## src/hdl/ccmt_pkg.sv

```systemverilog
// ccmt_pkg: shared types and fixed port widths for the circle center merge table
// no dependencies; used by circle_center_merge_table
`default_nettype none

package ccmt_pkg;

    // fixed widths of the payload ports
    localparam int COORD_PORT_W = 12;
    localparam int SLOT_PORT_W  = 6;
    localparam int COUNT_PORT_W = 7;
    localparam int MERGE_W      = 26;

    localparam logic [MERGE_W-1:0] MERGE_RESET = MERGE_W'(100);

    // input operation codes
    localparam logic OP_INSERT = 1'b0;
    localparam logic OP_CLEAR  = 1'b1;

    typedef enum logic [1:0] {
        ST_IDLE,
        ST_SCAN,
        ST_COMMIT,
        ST_OUT
    } t_state;

endpackage

`default_nettype wire

```

## src/hdl/ccmt_ram.sv

```systemverilog
// ccmt_ram: generic simple dual-port ram with one write and one registered read port
// no dependencies; used by circle_center_merge_table for the circle table
`default_nettype none

module ccmt_ram #(
    parameter int WIDTH = 36,
    parameter int DEPTH = 64
) (
    input  wire logic                     i_clk,
    input  wire logic                     i_we,
    input  wire logic [$clog2(DEPTH)-1:0] i_waddr,
    input  wire logic [WIDTH-1:0]         i_wdata,
    input  wire logic [$clog2(DEPTH)-1:0] i_raddr,
    output logic      [WIDTH-1:0]         o_rdata
);

    logic [WIDTH-1:0] r_mem [DEPTH];

    always_ff @(posedge i_clk) begin
        if (i_we) begin
            r_mem[i_waddr] <= i_wdata;
        end
        o_rdata <= r_mem[i_raddr];
    end

endmodule

`default_nettype wire

```

## src/hdl/circle_center_merge_table.sv

```systemverilog
// circle_center_merge_table: table of detected circles that merges close detections
// depends on ccmt_pkg and ccmt_ram
//
// Usage: an input transfer carries op, a circle (x, y, r) and last_circle. An insert
// scans the valid entries in index order; the first one whose squared center
// distance is at most merge_dist_sq is replaced by the truncated mean of old and new.
// Otherwise the circle is appended, or dropped with a flag when the table is full.
// A clear empties the table. Every input transfer yields exactly one result transfer.
// An insert runs a scan that reads one table entry per cycle from the ram into a
// two stage distance pipeline; a clear skips the scan. One item is in work at a
// time, and the input stall is high while an item is in work. The result sits in
// an output register: the next item is accepted while it waits, and its own
// result waits for the register to free up. Reset clears the entry count, the
// output valid and sets merge_dist_sq to 100; the table contents need no
// clearing. The user must write merge_dist_sq only while idle; the block itself
// does not enforce it.
`default_nettype none

module circle_center_merge_table #(
    parameter int TABLE_ENTRIES = 64,
    parameter int COORD_BITS    = 12
) (
    input  wire logic                              i_clk,
    input  wire logic                              i_rst_n,
    // configuration
    input  wire logic                              i_cfg_we,
    input  wire logic [ccmt_pkg::MERGE_W-1:0]      i_cfg_data,
    // input channel
    input  wire logic                              i_in_valid,
    output logic                                   o_in_stall,
    input  wire logic                              i_op,
    input  wire logic [ccmt_pkg::COORD_PORT_W-1:0] i_circle_x,
    input  wire logic [ccmt_pkg::COORD_PORT_W-1:0] i_circle_y,
    input  wire logic [ccmt_pkg::COORD_PORT_W-1:0] i_circle_r,
    input  wire logic                              i_last_circle,
    // result channel
    output logic                                   o_out_valid,
    input  wire logic                              i_out_stall,
    output logic [ccmt_pkg::SLOT_PORT_W-1:0]       o_slot,
    output logic                                   o_merged,
    output logic                                   o_dropped,
    output logic [ccmt_pkg::COORD_PORT_W-1:0]      o_entry_x,
    output logic [ccmt_pkg::COORD_PORT_W-1:0]      o_entry_y,
    output logic [ccmt_pkg::COORD_PORT_W-1:0]      o_entry_r,
    output logic [ccmt_pkg::COUNT_PORT_W-1:0]      o_entry_count,
    output logic                                   o_batch_done
);

    localparam int IDX_W  = $clog2(TABLE_ENTRIES);
    localparam int CNT_W  = $clog2(TABLE_ENTRIES + 1);
    localparam int MW     = ccmt_pkg::MERGE_W;
    localparam int CPW    = ccmt_pkg::COORD_PORT_W;
    localparam int SPW    = ccmt_pkg::SLOT_PORT_W;
    localparam int NPW    = ccmt_pkg::COUNT_PORT_W;
    localparam int SQ_W   = 2 * COORD_BITS;
    localparam int D2_W   = SQ_W + 1;
    localparam int CMP_W  = (D2_W > MW) ? D2_W : MW;
    localparam int WORD_W = 3 * COORD_BITS;
    localparam logic [CNT_W-1:0] FULL = CNT_W'(TABLE_ENTRIES);

    ccmt_pkg::t_state r_state, n_state;

    logic [MW-1:0]         r_merge_dist_sq;
    logic [CNT_W-1:0]      r_count;

    // latched item
    logic [COORD_BITS-1:0] r_cx, r_cy, r_cr;
    logic                  r_last;

    // scan pipeline
    logic [CNT_W-1:0]      r_iss;
    logic                  r_s1_vld;
    logic [IDX_W-1:0]      r_s1_idx;
    logic                  r_s2_vld;
    logic [IDX_W-1:0]      r_s2_idx;
    logic [SQ_W-1:0]       r_sqx, r_sqy;
    logic [COORD_BITS-1:0] r_s2_x, r_s2_y, r_s2_r;

    // pending result
    logic [IDX_W-1:0]      r_res_slot;
    logic                  r_res_merged, r_res_dropped, r_res_wr;
    logic [COORD_BITS-1:0] r_res_x, r_res_y, r_res_r;
    logic [CNT_W-1:0]      r_res_count;

    logic                  in_xfer, issue, hit, miss, out_free;
    logic [WORD_W-1:0]     ram_rdata, ram_wdata;
    logic [COORD_BITS-1:0] rd_x, rd_y, rd_r;
    logic [COORD_BITS-1:0] dx, dy;
    logic [D2_W-1:0]       d2;
    logic [COORD_BITS:0]   sum_x, sum_y, sum_r;

    ccmt_ram #(
        .WIDTH (WORD_W),
        .DEPTH (TABLE_ENTRIES)
    ) u_table (
        .i_clk   (i_clk),
        .i_we    (r_state == ccmt_pkg::ST_COMMIT && r_res_wr),
        .i_waddr (r_res_slot),
        .i_wdata (ram_wdata),
        .i_raddr (r_iss[IDX_W-1:0]),
        .o_rdata (ram_rdata)
    );

    assign ram_wdata = {r_res_r, r_res_y, r_res_x};
    assign rd_x      = ram_rdata[COORD_BITS-1:0];
    assign rd_y      = ram_rdata[2*COORD_BITS-1:COORD_BITS];
    assign rd_r      = ram_rdata[3*COORD_BITS-1:2*COORD_BITS];

    assign o_in_stall = (r_state != ccmt_pkg::ST_IDLE);
    assign in_xfer    = i_in_valid && !o_in_stall;
    assign out_free   = !o_out_valid || !i_out_stall;

    // stage 1: absolute differences against the entry just read
    assign dx = (r_cx >= rd_x) ? (r_cx - rd_x) : (rd_x - r_cx);
    assign dy = (r_cy >= rd_y) ? (r_cy - rd_y) : (rd_y - r_cy);

    // stage 2: sum of squares and compare
    assign d2    = D2_W'(r_sqx) + D2_W'(r_sqy);
    assign hit   = r_s2_vld && (CMP_W'(d2) <= CMP_W'(r_merge_dist_sq));
    assign issue = (r_state == ccmt_pkg::ST_SCAN) && (r_iss < r_count) && !hit;
    assign miss  = (r_state == ccmt_pkg::ST_SCAN) && !r_s1_vld && !r_s2_vld
                   && (r_iss == r_count);

    assign sum_x = (COORD_BITS+1)'(r_s2_x) + (COORD_BITS+1)'(r_cx);
    assign sum_y = (COORD_BITS+1)'(r_s2_y) + (COORD_BITS+1)'(r_cy);
    assign sum_r = (COORD_BITS+1)'(r_s2_r) + (COORD_BITS+1)'(r_cr);

    always_comb begin
        n_state = r_state;
        case (r_state)
            ccmt_pkg::ST_IDLE: begin
                if (in_xfer) begin
                    n_state = (i_op == ccmt_pkg::OP_CLEAR) ? ccmt_pkg::ST_COMMIT
                                                           : ccmt_pkg::ST_SCAN;
                end
            end
            ccmt_pkg::ST_SCAN: begin
                if (hit || miss) begin
                    n_state = ccmt_pkg::ST_COMMIT;
                end
            end
            ccmt_pkg::ST_COMMIT: begin
                n_state = ccmt_pkg::ST_OUT;
            end
            ccmt_pkg::ST_OUT: begin
                if (out_free) begin
                    n_state = ccmt_pkg::ST_IDLE;
                end
            end
            default: begin
                n_state = ccmt_pkg::ST_IDLE;
            end
        endcase
    end

    always_ff @(posedge i_clk) begin
        if (!i_rst_n) begin
            r_state         <= ccmt_pkg::ST_IDLE;
            r_merge_dist_sq <= ccmt_pkg::MERGE_RESET;
            r_count         <= '0;
            r_s1_vld        <= 1'b0;
            r_s2_vld        <= 1'b0;
            o_out_valid     <= 1'b0;
        end else begin
            r_state <= n_state;
            if (i_cfg_we) begin
                r_merge_dist_sq <= i_cfg_data;
            end
            if (r_state == ccmt_pkg::ST_SCAN && !hit && !miss) begin
                r_s1_vld <= issue;
                r_s2_vld <= r_s1_vld;
            end else begin
                r_s1_vld <= 1'b0;
                r_s2_vld <= 1'b0;
            end
            if (r_state == ccmt_pkg::ST_COMMIT) begin
                r_count <= r_res_count;
            end
            if (r_state == ccmt_pkg::ST_OUT && out_free) begin
                o_out_valid <= 1'b1;
            end else if (!i_out_stall) begin
                o_out_valid <= 1'b0;
            end
        end
    end

    // datapath registers, no reset needed
    always_ff @(posedge i_clk) begin
        if (in_xfer) begin
            r_cx   <= COORD_BITS'(i_circle_x);
            r_cy   <= COORD_BITS'(i_circle_y);
            r_cr   <= COORD_BITS'(i_circle_r);
            r_last <= i_last_circle;
            r_iss  <= '0;
            if (i_op == ccmt_pkg::OP_CLEAR) begin
                r_res_slot    <= '0;
                r_res_merged  <= 1'b0;
                r_res_dropped <= 1'b0;
                r_res_wr      <= 1'b0;
                r_res_x       <= '0;
                r_res_y       <= '0;
                r_res_r       <= '0;
                r_res_count   <= '0;
            end
        end
        if (issue) begin
            r_iss <= r_iss + CNT_W'(1);
        end
        r_s1_idx <= r_iss[IDX_W-1:0];
        r_s2_idx <= r_s1_idx;
        r_sqx    <= SQ_W'(dx) * SQ_W'(dx);
        r_sqy    <= SQ_W'(dy) * SQ_W'(dy);
        r_s2_x   <= rd_x;
        r_s2_y   <= rd_y;
        r_s2_r   <= rd_r;
        if (hit) begin
            r_res_slot    <= r_s2_idx;
            r_res_merged  <= 1'b1;
            r_res_dropped <= 1'b0;
            r_res_wr      <= 1'b1;
            r_res_x       <= sum_x[COORD_BITS:1];
            r_res_y       <= sum_y[COORD_BITS:1];
            r_res_r       <= sum_r[COORD_BITS:1];
            r_res_count   <= r_count;
        end else if (miss) begin
            r_res_merged <= 1'b0;
            r_res_count  <= (r_count == FULL) ? r_count : r_count + CNT_W'(1);
            if (r_count == FULL) begin
                // table full: nothing stored
                r_res_slot    <= '0;
                r_res_dropped <= 1'b1;
                r_res_wr      <= 1'b0;
                r_res_x       <= '0;
                r_res_y       <= '0;
                r_res_r       <= '0;
            end else begin
                r_res_slot    <= r_count[IDX_W-1:0];
                r_res_dropped <= 1'b0;
                r_res_wr      <= 1'b1;
                r_res_x       <= r_cx;
                r_res_y       <= r_cy;
                r_res_r       <= r_cr;
            end
        end
        if (r_state == ccmt_pkg::ST_OUT && out_free) begin
            o_slot        <= SPW'(r_res_slot);
            o_merged      <= r_res_merged;
            o_dropped     <= r_res_dropped;
            o_entry_x     <= CPW'(r_res_x);
            o_entry_y     <= CPW'(r_res_y);
            o_entry_r     <= CPW'(r_res_r);
            o_entry_count <= NPW'(r_count);
            o_batch_done  <= r_last;
        end
    end

endmodule

`default_nettype wire
```

## config.mk

```make
export PLATFORM = sky130hd
export DESIGN_NAME = circle_center_merge_table
export DESIGN_NICKNAME = d
export VERILOG_FILES = /design/src/hdl/ccmt_pkg.sv /design/src/hdl/ccmt_ram.sv /design/src/hdl/circle_center_merge_table.sv
export SDC_FILE = /design/constraint.sdc
export NUM_CORES = 2
export LEC_CHECK = 0
export BUFFER_PORTS_ARGS = -buffer_cell sky130_fd_sc_hd__buf_2
export CORE_MARGIN = 5
export CORE_UTILIZATION = 54
export DETAILED_ROUTE_END_ITERATION = 10
export GPL_ROUTABILITY_DRIVEN = 1
export GPL_TIMING_DRIVEN = 0
export PLACE_DENSITY_LB_ADDON = 0.12
export REMOVE_ABC_BUFFERS = 1
export SKIP_LAST_GASP = 1
export SYNTH_ARGS = -nofsm -noshare
export SYNTH_HDL_FRONTEND = slang
export SYNTH_SLANG_ARGS = --single-unit
```

## constraint.sdc

```tcl
create_clock -name i_clk -period 18.7 [get_ports i_clk]
set_clock_uncertainty 0.1 [all_clocks]
set_input_delay 3.74 -clock i_clk [delete_from_list [all_inputs] [get_ports i_clk]]
set_output_delay 3.74 -clock i_clk [all_outputs]
set_load 0.005 [all_outputs]
```

# ---- Yosys cells after proc, flatten, opt, wreduce, memory -nomap -nowiden
# Memories as Yosys holds them, arrays and structs flattened. A register that Yosys moved wholly into a read port is not among the register bits.
# Cells that the tools add are included.
# Widths: inputs -> output; s select.
dict set report op_classes {
  n_mux 41
  eq_ne 9
  n_reduce_logical 31
  n_addsub 10
  magnitude_cmp 4
  multipliers 2
}
# op count
set ops {}
lappend ops {{$mux 12} 13}
lappend ops {{$mux 7} 7}
lappend ops {{$mul 12x12->24} 2}
lappend ops {{$sub 12x12->12} 4}
lappend ops {{$add 12x12->13} 3}
lappend ops {{$mux 6} 5}
lappend ops {{$le 25x26->1} 1}
lappend ops {{$add 24x24->25} 1}
lappend ops {{$ge 12x12->1} 2}
lappend ops {{$add 7x1->7 const B} 2}
lappend ops {{$logic_and 1x1->1} 11}
lappend ops {{$mux 1} 11}
lappend ops {{$mux 2} 4}
lappend ops {{$pmux 2 s4} 1}
lappend ops {{$reduce_bool 2->1} 4}
lappend ops {{$eq 7x7->1} 1}
lappend ops {{$eq 7x7->1 const B} 1}
lappend ops {{$logic_not 1->1} 7}
lappend ops {{$lt 7x7->1} 1}
lappend ops {{$reduce_and 2->1} 3}
lappend ops {{$reduce_bool 3->1} 2}
lappend ops {{$eq 2x2->1 const B} 2}
lappend ops {{$ne 2x1->1 const B} 2}
lappend ops {{$ne 2x2->1 const B} 2}
lappend ops {{4 further kinds} 5}
dict set report totals {
  output_inout_bits 54
  ram_bits 2304
  word_cells 132
  register_bits 282
  n_memories 1
  inputBits 69
}
# memory depth word_bits rd rd_clocked_by_memory_dff wr line
set memory_table {}
lappend memory_table {u_table.r_mem 64 36 1 1 1 ccmt_ram.sv:17} ;# logic [WIDTH-1:0] r_mem [DEPTH];

# ---- Depth between registers and ports, before layout
dict set report depth {
  word_depth 7
  ltp_mapped 35
  depth_no_buf 34
}

# ---- Cells and area by module
# Synthesis repeated with hierarchy kept, for this count alone.
dict set report hier_totals {
  cells_unflattened 5906
  hier_area_um2 109328.6
}
# mod cells_per_inst area_per_inst_um2 n_inst
set modules_own_cells {}
lappend modules_own_cells {ccmt_ram 3780 87973.1 1}
lappend modules_own_cells {circle_center_merge_table 2126 21355.5 1}

# ---- Worst setup path before layout
# No wires, ideal clock.
dict set report synth_path {
  path_kind {input to register}
  from {in i_out_stall}
  to {reg o_batch_done (enable)}
  required_ns 18.059
  slack_ns 10.510
  n_path_buf 0
  cell_stages 1
  arrival_time_ns 7.549
  cell_sequence {a21boi_0}
}
dict set report synth_between {
  elab_chain_cells 3
}
# item line
set synth_rtl {}
lappend synth_rtl {{start, declared} circle_center_merge_table.sv:38} ;# input wire logic i_out_stall,
lappend synth_rtl {{$logic_not 1->1} --}
lappend synth_rtl {{$logic_or 1x1->1} circle_center_merge_table.sv:111} ;# assign out_free = !o_out_valid || !i_out_stall;
lappend synth_rtl {{$logic_and 1x1->1} circle_center_merge_table.sv:245} ;# if (r_state == ccmt_pkg::ST_OUT && out_free) begin
lappend synth_rtl {{end signal, assigned} circle_center_merge_table.sv:253} ;# o_batch_done <= r_last;
lappend synth_rtl {{end, declared} circle_center_merge_table.sv:46} ;# output logic o_batch_done
# No other way between the ends.
# A chain may end at the register's enable or synchronous reset.

# ---- Final worst setup path
dict set report layout_path {
  from {reg r_cx[0]}
  to {reg r_sqx[23]}
}
dict set report layout_between {
  elab_chain_cells 3
  word_cells_on_any_way 5
  cone_classes {2 x add/sub; 1 x mul; 1 x order compare; 1 x mux}
}
# item line
set layout_rtl {}
lappend layout_rtl {{start, declared} circle_center_merge_table.sv:67} ;# logic [COORD_BITS-1:0] r_cx, r_cy, r_cr;
lappend layout_rtl {{start signal, assigned} circle_center_merge_table.sv:190} ;# r_cx <= COORD_BITS'(i_circle_x);
lappend layout_rtl {{$sub 12x12->12 / $ge 12x12->1 (equally long branches)} circle_center_merge_table.sv:114} ;# assign dx = (r_cx >= rd_x) ? (r_cx - rd_x) : (rd_x - r_cx);
lappend layout_rtl {{$mux 12 (*)} circle_center_merge_table.sv:114}
lappend layout_rtl {{$mul 12x12->24 (*)} circle_center_merge_table.sv:211} ;# r_sqx <= SQ_W'(dx) * SQ_W'(dx);
lappend layout_rtl {{end signal, assigned} circle_center_merge_table.sv:211}
lappend layout_rtl {{end, declared} circle_center_merge_table.sv:76} ;# logic [SQ_W-1:0] r_sqx, r_sqy;
# Every way passes the cells marked *; elsewhere a longest branch is shown, timed or not.

==> results.txt <==
Grt ovf = 0
Most used cell, CP = inv_1
Finished Cell Area = 0.1293 sq mm
Worst Hold Path Cells = 0
Fin crit share = 51.50%
Post-Syn Area = 0.1091 sq mm
Placed cells = 8344
Worst hold path class = reg2reg
R2R setup slack = 9.07 ns
Register area share after synthesis = 70.56%
Crit Path Max Fanout = 12
Worst setup margin = 9.069 ns
Final Slew Violations = 0
Final setup fails = 0
Core area = 0.2015 sq mm
Post-route non-filler standard cell count = 8826
Hold_sp = u_table.o_rdata[33]$_DFF_P_
Std cell rows = 165
CP max stage cell = xnor2_1
Worst R2R Path Depth = 33
CTS tree = yes
I/O Pins = 123
DRT Pass-1 Iters = 6
WL final = 288300 um
Worst Path Arrival = 10.33 ns
Synth area leaders = edfxtp_1 (67%), mux4_2 (16%), dfxtp_1 (3.1%), fa_1 (3.0%), ha_1 (2.9%)
Die area = 0.2111 sq mm
Cell taking the most area after synthesis = edfxtp_1
EDFF count, synth = 2449
Initial antenna violation count = 16
Final hold violations = 0
Post-DP HPWL = 194600 um
Num CTS Buffers = 285
Setup crit end kind = flip-flop
Cts repair resizes = 0
Via/cell ratio = 6.343
# DRC = 0
Worst-Skew Late Latency = 0.94 ns
CTS Root Cell = clkbuf_16
Status = complete, no violations
Setup TNS Final = 0 ns
Post-route ant nets = 0
Worst hold path endpoint = r_s2_r[9]$_DFF_P_
Commonest non-fill, non-tap cell in the layout = edfxtp_1
FF+latch count, synth = 2620
Post-synth top flop = edfxtp_1
Initial Util = 54.13%
CTS Buffer Depth = 4
Global-route wire length before repair = 411800 um
Fmax = 0.1038 GHz
Most frequent cells in the layout = edfxtp_1 (2449), mux4_2 (756), inv_1 (352)
Pre-CTS setup slack = 9.010 ns
Ys async rst share = 0%
Wire length per cell = 32.66 um
Nets = 6446
Reg2Reg Capture Point = r_sqx[23]$_DFF_P_
GRT Total Usage = 27.54%
Max stage delay on crit path = 1.06 ns
Area delta synth->final = 18.58%
Cell Area, Placed = 0.1207 sq mm
Share of the synthesized area in the top cell type = 67.43%
Cells after Synth = 5451
Slew margin rel. = 4.803%
Layout cell share with drive strength beyond 1 = 27.75%
Gp weighted congestion = 0.8305
Die Ht = 459.4 um
Required @ worst endpoint = 19.40 ns
CP top delay family = adder cells
Syn avg cell area = 20.01 sq um
1st-iter DRT viols = 6635
Critical R2R Launch = r_cx[0]$_DFFE_PP_
CP Buf/Inv Count = 7
RSZ-0062 raised after global routing = no
H-tree depth = 5
Warnings from Yosys = 0
Tmin final = 9.631 ns
Hold-fix buffers at CTS = 0
Vias = 55990
Port bufs = 122
Worst-Margin Slew = 1.388 ns
Die width = 459.4 um
Pin count of the biggest net entering global routing = 41
Cell variety after synth = 79
Fillcell total = 13150
Post-CTS setup buffers = 0
WS Path Type = reg2reg
Clock Pin Slew Worst Setup and Hold Paths = 0.06 ns
Critical path startpoint category = flip-flop
Clk sinks = 2620
Vias in the first global route = 57390
Max Cap Violations = 0
-- worst reg2reg max path, delay by kind of cell, from the launching register on --
kind                       cells  cell delay [ns]
DFF                            1             0.43
adders and majority gates      8             3.32
buffers and inverters          7             0.45
xor gates and xnor gates       2             1.33
AOI/OAI and AO/OA             11             2.39
and+or+nand+nor                4             1.05
muxes                          1             0.44
-- cell families after synthesis --
logic type / after synthesis / synth area share [%]
AOI/OAI and AO/OA: 352 / 2.100
DFF: 2620 / 70.56
buffers and inverters: 587 / 2.120
xor gates and xnor gates: 115 / 0.9303
and+or+nand+nor: 557 / 2.321
muxes: 802 / 16.04
adders and majority gates: 418 / 5.924
-- layout make-up --
type	count	area (sq um)	share of cell area, %
tap	2672	3343	2.585
inverter	355	1333	1.030
antenna	2	5.005	0.003870
clock buffer	366	7706	5.958
sequential	2620	76960	59.51
multi-input combinational	2244	30340	23.45
timing repair buffer	453	8731	6.751
clock inverter	114	918.4	0.7101
-- cell usage after synthesis, types with 28 or more instances --
cell type / instances
inv_1: 353
ha_1: 254
xnor2_1: 79
edfxtp_1: 2449
dfxtp_1: 171
buf_2: 47
nor3_1: 28
a21oi_1: 106
fa_1: 164
xor2_1: 35
mux4_2: 756
a21o_1: 33
nand3_1: 29
nand2_1: 90
nor2_1: 277
mux2i_1: 39
clkbuf_1: 151
o21ai_0: 67
nor2b_1: 30
-- routing by layer --
metal  global-route usage, %  share of wire (%)
met3                   5.259                8.6
met2                   45.90                 50
met4                   9.614                3.7
met5                       0              0.017
met1                   36.88                 37
-- worst max path at each step --
stage | depth (start not counted) | end | start | slack, ns
floorplan | 6 | r_res_count[0]$_DFFE_PP_ | r_iss[0]$_SDFFCE_PN0P_ | -6.22
global placement | 6 | r_res_y[8]$_DFFE_PP_ | r_iss[0]$_SDFFCE_PN0P_ | -18.53
detailed placement | 33 | r_sqx[23]$_DFF_P_ | r_cx[0]$_DFFE_PP_ | 9.01
CTS | 33 | r_sqx[23]$_DFF_P_ | r_cx[0]$_DFFE_PP_ | 8.98
global route | 33 | r_sqx[23]$_DFF_P_ | r_cx[0]$_DFFE_PP_ | 8.56
finish | 33 | r_sqx[23]$_DFF_P_ | r_cx[0]$_DFFE_PP_ | 9.07
-- per-stage QoR --
step                utilization, %  hold WS [ns]
floorplan                        -        0.2096
global placement             55.61        0.2104
detailed placement           59.90        0.2136
CTS                          64.18        0.2303
global route                 64.19        0.2358
finish                       64.19        0.2279
-- sequential cells by signal (all words and copies together), names as in the netlist, 7 cells and up --
| register | cells |
|---|---|
| r_sqy | 23 |
| o_entry_count | 7 |
| r_cr | 12 |
| r_s2_r | 12 |
| r_iss | 7 |
| r_res_count | 7 |
| r_res_r | 12 |
| r_s2_y | 12 |
| o_entry_x | 12 |
| r_sqx | 23 |
| r_merge_dist_sq | 26 |
| r_res_y | 12 |
| r_res_x | 12 |
| r_count | 7 |
| u_table.o_rdata | 36 |
| o_entry_y | 12 |
| r_s2_x | 12 |
| u_table.r_mem | 2304 |
| o_entry_r | 12 |
| r_cy | 12 |
| r_cx | 12 |
Power is left out: the tool's default activity adds up to more than one toggle a clock period on the data nets, which glitch-free logic cannot reach.
